File: src/rtl/core/rs_enc_pkg.sv
// ----------------------------------------------------------------------------
// rs_enc_pkg
// Shared widths, defaults and GF(256) arithmetic for the Reed-Solomon encoder.
// ----------------------------------------------------------------------------
package rs_enc_pkg;

    localparam int DATA_W         = 8;
    localparam int CFG_W          = 5;
    localparam int MAX_PARITY_DEF = 30;
    localparam int RESET_PARITY   = 10;

    localparam logic [DATA_W-1:0] FIELD_LOW = 8'h1D;
    localparam logic [DATA_W-1:0] GF_ONE    = 8'h01;

    typedef logic [DATA_W-1:0] t_sym;

    function automatic t_sym gf_xtime(input t_sym a);
        gf_xtime = a[DATA_W-1] ? ({a[DATA_W-2:0], 1'b0} ^ FIELD_LOW)
                               : {a[DATA_W-2:0], 1'b0};
    endfunction

    function automatic t_sym gf_mul(input t_sym a, input t_sym b);
        t_sym acc;
        t_sym x;
        acc = '0;
        x   = a;
        for (int k = 0; k < DATA_W; k++) begin
            if (b[k]) begin
                acc = acc ^ x;
            end
            x = gf_xtime(x);
        end
        gf_mul = acc;
    endfunction

endpackage

File: src/rtl/core/rs_enc_in_if.sv
// ----------------------------------------------------------------------------
// rs_enc_in_if
// Message byte channel into the encoder.
// ----------------------------------------------------------------------------
interface rs_enc_in_if;
    logic                         valid;
    logic                         ready;
    logic [rs_enc_pkg::DATA_W-1:0] data_byte;
    logic                         last_byte;

    modport source (output valid, output data_byte, output last_byte, input ready);
    modport sink   (input valid, input data_byte, input last_byte, output ready);
endinterface

File: src/rtl/core/rs_enc_out_if.sv
// ----------------------------------------------------------------------------
// rs_enc_out_if
// Data and parity byte channel out of the encoder.
// ----------------------------------------------------------------------------
interface rs_enc_out_if;
    logic                         valid;
    logic                         ready;
    logic [rs_enc_pkg::DATA_W-1:0] out_byte;
    logic                         is_parity;
    logic                         end_of_block;

    modport source (output valid, output out_byte, output is_parity, output end_of_block,
                    input ready);
    modport sink   (input valid, input out_byte, input is_parity, input end_of_block,
                    output ready);
endinterface

File: src/rtl/core/rs_enc_cfg_if.sv
// ----------------------------------------------------------------------------
// rs_enc_cfg_if
// Parity count register write channel.
// ----------------------------------------------------------------------------
interface rs_enc_cfg_if;
    logic                        valid;
    logic                        ready;
    logic [rs_enc_pkg::CFG_W-1:0] parity_count;

    modport source (output valid, output parity_count, input ready);
    modport sink   (input valid, input parity_count, output ready);
endinterface

File: src/rtl/core/reed_solomon_parity_encoder.sv
// ----------------------------------------------------------------------------
// reed_solomon_parity_encoder
// Systematic RS encoder over GF(256), poly 0x11D, generator roots alpha^0..n-1.
//
//   channel  dir  beat payload
//   i_in     in   data_byte, last_byte
//   i_cfg    in   parity_count
//   o_out    out  out_byte, is_parity, end_of_block
//
// one message byte per cycle through a parallel lfsr into the output register
// a last byte adds n parity beats, emitted one per cycle from a shift register;
// i_in is held off until the last of them is loaded into the output register
// reset and each cfg beat rebuild the generator from its n roots, one at a time,
// with i_in and i_cfg held off; a pending cfg beat also holds off i_in
// o_out stalls back-pressure i_in and parity through the single output register
// ----------------------------------------------------------------------------
module reed_solomon_parity_encoder #(
    parameter int MAX_PARITY = rs_enc_pkg::MAX_PARITY_DEF
) (
    input  logic               i_clk,
    input  logic               i_rst_n,
    rs_enc_in_if.sink          i_in,
    rs_enc_cfg_if.sink         i_cfg,
    rs_enc_out_if.source       o_out
);

    localparam int CW = $clog2(MAX_PARITY + 1);
    localparam int VW = (CW > rs_enc_pkg::CFG_W) ? CW : rs_enc_pkg::CFG_W;
    localparam int RST_CNT = (rs_enc_pkg::RESET_PARITY > MAX_PARITY) ? MAX_PARITY
                                                                    : rs_enc_pkg::RESET_PARITY;

    rs_enc_pkg::t_sym r_rem [MAX_PARITY];
    rs_enc_pkg::t_sym n_rem [MAX_PARITY];
    rs_enc_pkg::t_sym r_gen [MAX_PARITY];
    rs_enc_pkg::t_sym n_gen [MAX_PARITY];
    rs_enc_pkg::t_sym r_par [MAX_PARITY];
    rs_enc_pkg::t_sym r_root;
    rs_enc_pkg::t_sym fb;

    logic [CW-1:0] r_count;
    logic [CW-1:0] r_build_left;
    logic [CW-1:0] r_par_left;
    logic [CW-1:0] cfg_count;
    logic [VW-1:0] cfg_ext;

    logic          r_out_valid;
    logic          r_out_par;
    logic          r_out_eob;
    rs_enc_pkg::t_sym r_out_byte;

    logic building;
    logic can_load;
    logic in_fire;
    logic cfg_fire;
    logic par_load;

    assign building = (r_build_left != '0);
    assign can_load = !r_out_valid || o_out.ready;
    assign i_in.ready = !building && !i_cfg.valid && can_load && (r_par_left == '0);
    assign i_cfg.ready = !building;
    assign in_fire  = i_in.valid && i_in.ready;
    assign cfg_fire = i_cfg.valid && i_cfg.ready;
    assign par_load = can_load && (r_par_left != '0);

    assign o_out.valid        = r_out_valid;
    assign o_out.out_byte     = r_out_byte;
    assign o_out.is_parity    = r_out_par;
    assign o_out.end_of_block = r_out_eob;

    // clamp the written count to 1..MAX_PARITY
    always_comb begin
        cfg_ext = VW'(i_cfg.parity_count);
        if (cfg_ext == '0) begin
            cfg_count = CW'(1);
        end else if (cfg_ext > VW'(MAX_PARITY)) begin
            cfg_count = CW'(MAX_PARITY);
        end else begin
            cfg_count = cfg_ext[CW-1:0];
        end
    end

    // lfsr step, entries above the count stay zero
    always_comb begin
        fb = i_in.data_byte ^ r_rem[0];
        for (int i = 0; i < MAX_PARITY; i++) begin
            n_rem[i] = rs_enc_pkg::gf_mul(fb, r_gen[i]);
            if (i < MAX_PARITY - 1) begin
                n_rem[i] = n_rem[i] ^ r_rem[i+1];
            end
        end
    end

    // multiply the generator by (x - root)
    always_comb begin
        n_gen[0] = r_gen[0] ^ r_root;
        for (int j = 1; j < MAX_PARITY; j++) begin
            n_gen[j] = r_gen[j] ^ rs_enc_pkg::gf_mul(r_root, r_gen[j-1]);
        end
    end

    always_ff @(posedge i_clk) begin
        if (!i_rst_n) begin
            r_count      <= CW'(RST_CNT);
            r_build_left <= CW'(RST_CNT);
            r_root       <= rs_enc_pkg::GF_ONE;
            r_par_left   <= '0;
            r_out_valid  <= 1'b0;
            for (int i = 0; i < MAX_PARITY; i++) begin
                r_rem[i] <= '0;
                r_gen[i] <= '0;
            end
        end else begin
            if (cfg_fire) begin
                r_count      <= cfg_count;
                r_build_left <= cfg_count;
                r_root       <= rs_enc_pkg::GF_ONE;
                for (int i = 0; i < MAX_PARITY; i++) begin
                    r_rem[i] <= '0;
                    r_gen[i] <= '0;
                end
            end else if (building) begin
                r_build_left <= r_build_left - CW'(1);
                r_root       <= rs_enc_pkg::gf_xtime(r_root);
                r_gen        <= n_gen;
            end

            if (in_fire) begin
                for (int i = 0; i < MAX_PARITY; i++) begin
                    r_rem[i] <= i_in.last_byte ? '0 : n_rem[i];
                end
                if (i_in.last_byte) begin
                    r_par_left <= r_count;
                end
            end else if (par_load) begin
                r_par_left <= r_par_left - CW'(1);
            end

            if (in_fire || par_load) begin
                r_out_valid <= 1'b1;
            end else if (o_out.ready) begin
                r_out_valid <= 1'b0;
            end
        end
    end

    always_ff @(posedge i_clk) begin
        if (in_fire) begin
            r_out_byte <= i_in.data_byte;
            r_out_par  <= 1'b0;
            r_out_eob  <= 1'b0;
            r_par      <= n_rem;
        end else if (par_load) begin
            r_out_byte <= r_par[0];
            r_out_par  <= 1'b1;
            r_out_eob  <= (r_par_left == CW'(1));
            for (int i = 0; i < MAX_PARITY - 1; i++) begin
                r_par[i] <= r_par[i+1];
            end
            r_par[MAX_PARITY-1] <= '0;
        end
    end

`ifndef SYNTHESIS
    a_par_start: assert property (@(posedge i_clk) disable iff (!i_rst_n)
        (in_fire && i_in.last_byte) |=> (r_par_left == $past(r_count)))
        else $error("parity countdown not loaded with count");

    a_eob_parity: assert property (@(posedge i_clk) disable iff (!i_rst_n)
        (o_out.valid && o_out.end_of_block) |-> o_out.is_parity)
        else $error("end of block on a data beat");

    a_eob_done: assert property (@(posedge i_clk) disable iff (!i_rst_n)
        (o_out.valid && o_out.ready && o_out.end_of_block) |-> (r_par_left == '0))
        else $error("parity beats left after end of block");

    a_cfg_build: assert property (@(posedge i_clk) disable iff (!i_rst_n)
        cfg_fire |=> (building && !i_in.ready))
        else $error("generator rebuild not started after cfg beat");
`endif

endmodule

File: src/flat_wrapper.sv
// flat-port wrapper written by rule: the top's interface ports become plain ports
module reed_solomon_parity_encoder_flat 
#(
    parameter int MAX_PARITY = rs_enc_pkg::MAX_PARITY_DEF
)
  (i_clk, i_rst_n, i_in_valid, i_in_data_byte, i_in_last_byte, i_in_ready, i_cfg_valid, i_cfg_parity_count, i_cfg_ready, o_out_valid, o_out_out_byte, o_out_is_parity, o_out_end_of_block, o_out_ready);
  rs_enc_in_if i_in_i ();
  rs_enc_cfg_if i_cfg_i ();
  rs_enc_out_if o_out_i ();
  input  logic i_clk;
  input  logic i_rst_n;
  input wire logic [$bits(i_in_i.valid)-1:0] i_in_valid;
  input wire logic [$bits(i_in_i.data_byte)-1:0] i_in_data_byte;
  input wire logic [$bits(i_in_i.last_byte)-1:0] i_in_last_byte;
  output wire logic [$bits(i_in_i.ready)-1:0] i_in_ready;
  input wire logic [$bits(i_cfg_i.valid)-1:0] i_cfg_valid;
  input wire logic [$bits(i_cfg_i.parity_count)-1:0] i_cfg_parity_count;
  output wire logic [$bits(i_cfg_i.ready)-1:0] i_cfg_ready;
  output wire logic [$bits(o_out_i.valid)-1:0] o_out_valid;
  output wire logic [$bits(o_out_i.out_byte)-1:0] o_out_out_byte;
  output wire logic [$bits(o_out_i.is_parity)-1:0] o_out_is_parity;
  output wire logic [$bits(o_out_i.end_of_block)-1:0] o_out_end_of_block;
  input wire logic [$bits(o_out_i.ready)-1:0] o_out_ready;
  assign i_in_i.valid = i_in_valid;
  assign i_in_i.data_byte = i_in_data_byte;
  assign i_in_i.last_byte = i_in_last_byte;
  assign i_in_ready = i_in_i.ready;
  assign i_cfg_i.valid = i_cfg_valid;
  assign i_cfg_i.parity_count = i_cfg_parity_count;
  assign i_cfg_ready = i_cfg_i.ready;
  assign o_out_valid = o_out_i.valid;
  assign o_out_out_byte = o_out_i.out_byte;
  assign o_out_is_parity = o_out_i.is_parity;
  assign o_out_end_of_block = o_out_i.end_of_block;
  assign o_out_i.ready = o_out_ready;
  reed_solomon_parity_encoder #(.MAX_PARITY(MAX_PARITY)) u_core (.i_clk(i_clk), .i_rst_n(i_rst_n), .i_in(i_in_i), .i_cfg(i_cfg_i), .o_out(o_out_i));
endmodule
File: config.mk
export PLATFORM = sky130hd
export DESIGN_NAME = reed_solomon_parity_encoder_flat
export DESIGN_NICKNAME = d
export VERILOG_FILES = /design/src/rtl/core/rs_enc_pkg.sv /design/src/rtl/core/rs_enc_in_if.sv /design/src/rtl/core/rs_enc_out_if.sv /design/src/rtl/core/rs_enc_cfg_if.sv /design/src/rtl/core/reed_solomon_parity_encoder.sv /design/src/flat_wrapper.sv
export SDC_FILE = /design/constraint.sdc
export NUM_CORES = 2
export LEC_CHECK = 0
export CORE_UTILIZATION = 25
export DETAILED_ROUTE_END_ITERATION = 8
export DONT_BUFFER_PORTS = 1
export PLACE_DENSITY = 0.34
export SYNTH_ARGS = -nofsm -noshare
export SYNTH_HDL_FRONTEND = slang
export SYNTH_SLANG_ARGS = --single-unit
File: constraint.sdc
create_clock -name i_clk -period 31.3 [get_ports i_clk]
set_input_delay 4.695 -clock i_clk [delete_from_list [all_inputs] [get_ports i_clk]]
set_output_delay 4.695 -clock i_clk [all_outputs]
set_load 0.01 [all_outputs]
==> impl_metrics.json <==
{
  "final_antenna_net_count": 0,
  "cts_htree_levels": 3,
  "synth_simple_gate_area_frac": 0.217,
  "die_h_um": 569,
  "max_slew_margin": 0.0910,
  "fmax_mhz": 100,
  "fin_tns_setup_ns": 0,
  "cts_post_setup_buffers_inserted": 0,
  "vias_per_cell": 4.89,
  "layout_common_cells": "sky130_fd_sc_hd__nand2_1 (3751), sky130_fd_sc_hd__xnor2_1 (2490), sky130_fd_sc_hd__xor2_1 (595)",
  "std_cell_rows": 207,
  "grt_overflow": 0,
  "final-max-slew-violation-count": 0,
  "placed_cells_incl_taps": 14400,
  "post_route_drc": 0,
  "grt_util_all_layers": 0.232,
  "clock_insertion_delay_worst_skew_ns": 0.91,
  "grt_max_degree": 162,
  "place_congestion": 0.795,
  "cp_num_cells": 3,
  "p_int_w": 0.00400,
  "timing.max_cap.violations": 0,
  "power.share.clock": 0.183,
  "fillerInstances": 34600,
  "skew_ns": 0.0562,
  "holdBufCountCts": 0,
  "timing.final.crit_share": 0.319,
  "crit_chain": "nand2b_1 -> nand2_1 -> nor3_1",
  "p_switching_w": 0.00367,
  "power.share.combinational": 0.559,
  "critPathLaunchType": "input port",
  "detail_route.first_pass.iterations": 6,
  "synthCells": 10900,
  "timing.critical_path.arrival_ns": 5.30,
  "final_net_count": 10300,
  "synth-compound-area-share": 0.0844,
  "layout_min_cycle_time_ns": 10.0,
  "cts_repair_resize_count": 0,
  "critPathBufInv": 0,
  "final_common_cell": "sky130_fd_sc_hd__nand2_1",
  "cp_slowest_stage_delay_ns": 0.33,
  "share_of_synthesized_area_occupied_by_flip_flops_and_latches": 0.247,
  "avgRoutedWirePerCell_um": 26.2,
  "chip_width_um": 569,
  "setup_violators_final": 0,
  "die_area_mm2": 0.324,
  "slowest_stage": "sky130_fd_sc_hd__nor3_1",
  "root_buffer_cell": "sky130_fd_sc_hd__clkbuf_16",
  "post_synth_xor_area_fraction": 0.384,
  "worst-r2r-cell-count": 12,
  "timing.setup.critical_path_class": "in -> out",
  "ir_drop_mv": 0.0566,
  "rsz0062_at_grt": "false",
  "synth.net_count": 10900,
  "crit_required_ns": 26.61,
  "swShare": 0.478,
  "worst-slew-pin-transition_ns": 1.36,
  "synth.area.mux_share": 0.0141,
  "worst_slack_ns": 21.30,
  "synth.distinct_cells": 51,
  "yosys_warnings": 0,
  "run_status": "completed",
  "critical_path.max_fanout": 4,
  "drt-total-wl_mm": 384,
  "detail_route.iter0.violations": 6418,
  "wire_length_of_the_first_global_routing_pass_mm": 545,
  "syn_area_per_cell_um2": 7.37,
  "cts_inserted_buffers": 119,
  "holdCritPathClass": "reg -> reg",
  "reported_leakage_power_nw": 27.4,
  "vias": 71700,
  "multiInputGateArea_mm2": 0.0570,
  "whs_path_depth": 2,
  "cts_buffer_depth": 4,
  "post_route_cells_drive_above_1_share": 0.0624,
  "clock-sinks": 754,
  "io_pins": 32,
  "yosys_register_bits": 754,
  "synth_top_family_by_area": "XOR/XNOR gates",
  "synthAdderAreaFrac": 0.000622,
  "dp_hpwl_mm": 222,
  "initial_utilization": 0.252,
  "final_core_utilization": 0.278,
  "register_cell_area_after_layout_mm2": 0.0199,
  "worst_path_dominant_cell_family": "simple AND/OR/NAND/NOR gates",
  "netlist_area_mm2": 0.0805,
  "io_buffers": 0,
  "final_hold_viol_count": 0,
  "number_of_global_route_vias_before_repair": 70200,
  "clock_tree_from_tritoncts": "built",
  "antenna_violations_before_repair": 16,
  "area_growth_syn_to_fin_pct": 10.1,
  "endpoint_kind": "primary output",
  "core_region_area_mm2": 0.319,
  "seqPwrFrac": 0.258,
  "power_per_cell_area_mw_per_mm2": 86.5,
  "stdcell_count": 14700,
  "clk_transition_reported_paths_ns": 0.05,
  "preCtsSetupSlack_ns": 21.29
}
[routing by layer]
layer,vias to the layer above,share of wire,global-route usage
met3,473,0.050,0.0183
li1,33100,-,-
met1,35900,0.46,0.316
met4,4,0.028,0.0642
met5,-,0.000055,0
met2,2234,0.47,0.389
[metrics by stage]
step,instance area [um2],hold WS (ns),total power [W]
2_1_floorplan,80500,0.436,0.00504
3_3_place_gp,84800,0.453,0.00626
3_5_place_dp,84800,0.454,0.00628
4_1_cts,88600,0.468,0.00773
5_1_grt,88600,0.489,0.00814
6_report,88600,0.467,0.00767
[worst register-to-register path, delay by kind of cell (launching register included)]
family | cells | cell delay, ns
buffers and inverters | 7 | 3.46
and+or+nand+nor | 4 | 1.48
DFF | 1 | 0.32
adders and majority gates | 1 | 0.19
[registers in the layout, indices dropped and copies added, names as in the netlist]
register                   count
u_core.r_gen                 240
u_core.r_par                 240
u_core.r_rem                 240
u_core.o_out.out_byte          8
u_core.r_root                  8
u_core.r_build_left            5
u_core.r_count                 5
u_core.r_par_left              5
u_core.o_out.end_of_block      1
u_core.o_out.is_parity         1
u_core.o_out.valid             1
[cell families after synthesis]
logic type / count (synthesis)
AO/OA/AOI/OAI: 1198
XOR/XNOR: 3278
adder cells (fa/ha/maj): 4
buffers and inverters: 1098
flip-flops: 754
multiplexers: 103
AND/OR/NAND/NOR: 4483
[final cells by class]
class                           count  area share
Antenna cell                        7    0.000198
Clock buffer                      163      0.0376
Clock inverter                     54     0.00594
Inverter                           24     0.00121
Multi-Input combinational cell   9066       0.643
Sequential cell                   754       0.225
Tap cell                         4284      0.0605
Timing Repair Buffer              301      0.0269
[synthesized netlist by cell type (all sizes together)]
cell        n  share of area
nand2    3753           0.18
xnor2    2521           0.28
clkbuf    767          0.036
o21ai     633          0.039
xor2      613          0.067
edfxtp    480           0.18
nor2      443          0.021
buf       307          0.016
dfxtp     274          0.068
a21oi     268          0.017
or3       181          0.014
a22oi     151          0.014
xnor3     119          0.033
mux2       82          0.011
o211ai     50         0.0047
nand3      28         0.0017
and2       26         0.0020
xor3       25         0.0074
inv        24         0.0011
a211oi     23         0.0021
a21o       21         0.0020
mux2i      21         0.0026
o211a      16         0.0020
nor3       15        0.00093
a211o      13         0.0014
nand2b     13         0.0010
and3       11        0.00086
nor2b       5        0.00039
o22ai       5        0.00039
a21boi      4        0.00037
ha          4        0.00062
o21a        4        0.00037
o22a        3        0.00033
a22o        2        0.00022
a31oi       2        0.00016
a32oi       2        0.00022
nand3b      2        0.00019
or2         2        0.00016
a2111oi     1        0.00011
and3b       1        0.00011
nand4b      1        0.00011
nor3b       1       0.000093
or4b        1        0.00012
[path summary, 6_finish.rpt]
kind	from	end	slack, ns
max reg2reg	u_core.r_build_left[0]	u_core.r_rem[15][4]	25.42
max	o_out_ready	i_in_ready	21.30
min reg2reg	u_core.r_build_left[4]	u_core.r_build_left[4]	0.47
min	u_core.r_build_left[4]	u_core.r_build_left[4]	0.47
[power by group through the flow]
stage,combinational [W],clock (W),sequential [W]
CTS,0.00431,0.00144,0.00198
global placement,0.00427,0,0.00199
detailed placement,0.00429,0,0.00199
global route,0.00465,0.00147,0.00202
finish,0.00429,0.00140,0.00198
floorplan,0.00331,0,0.00172
Note: power is estimated with default switching activity, not from simulation.
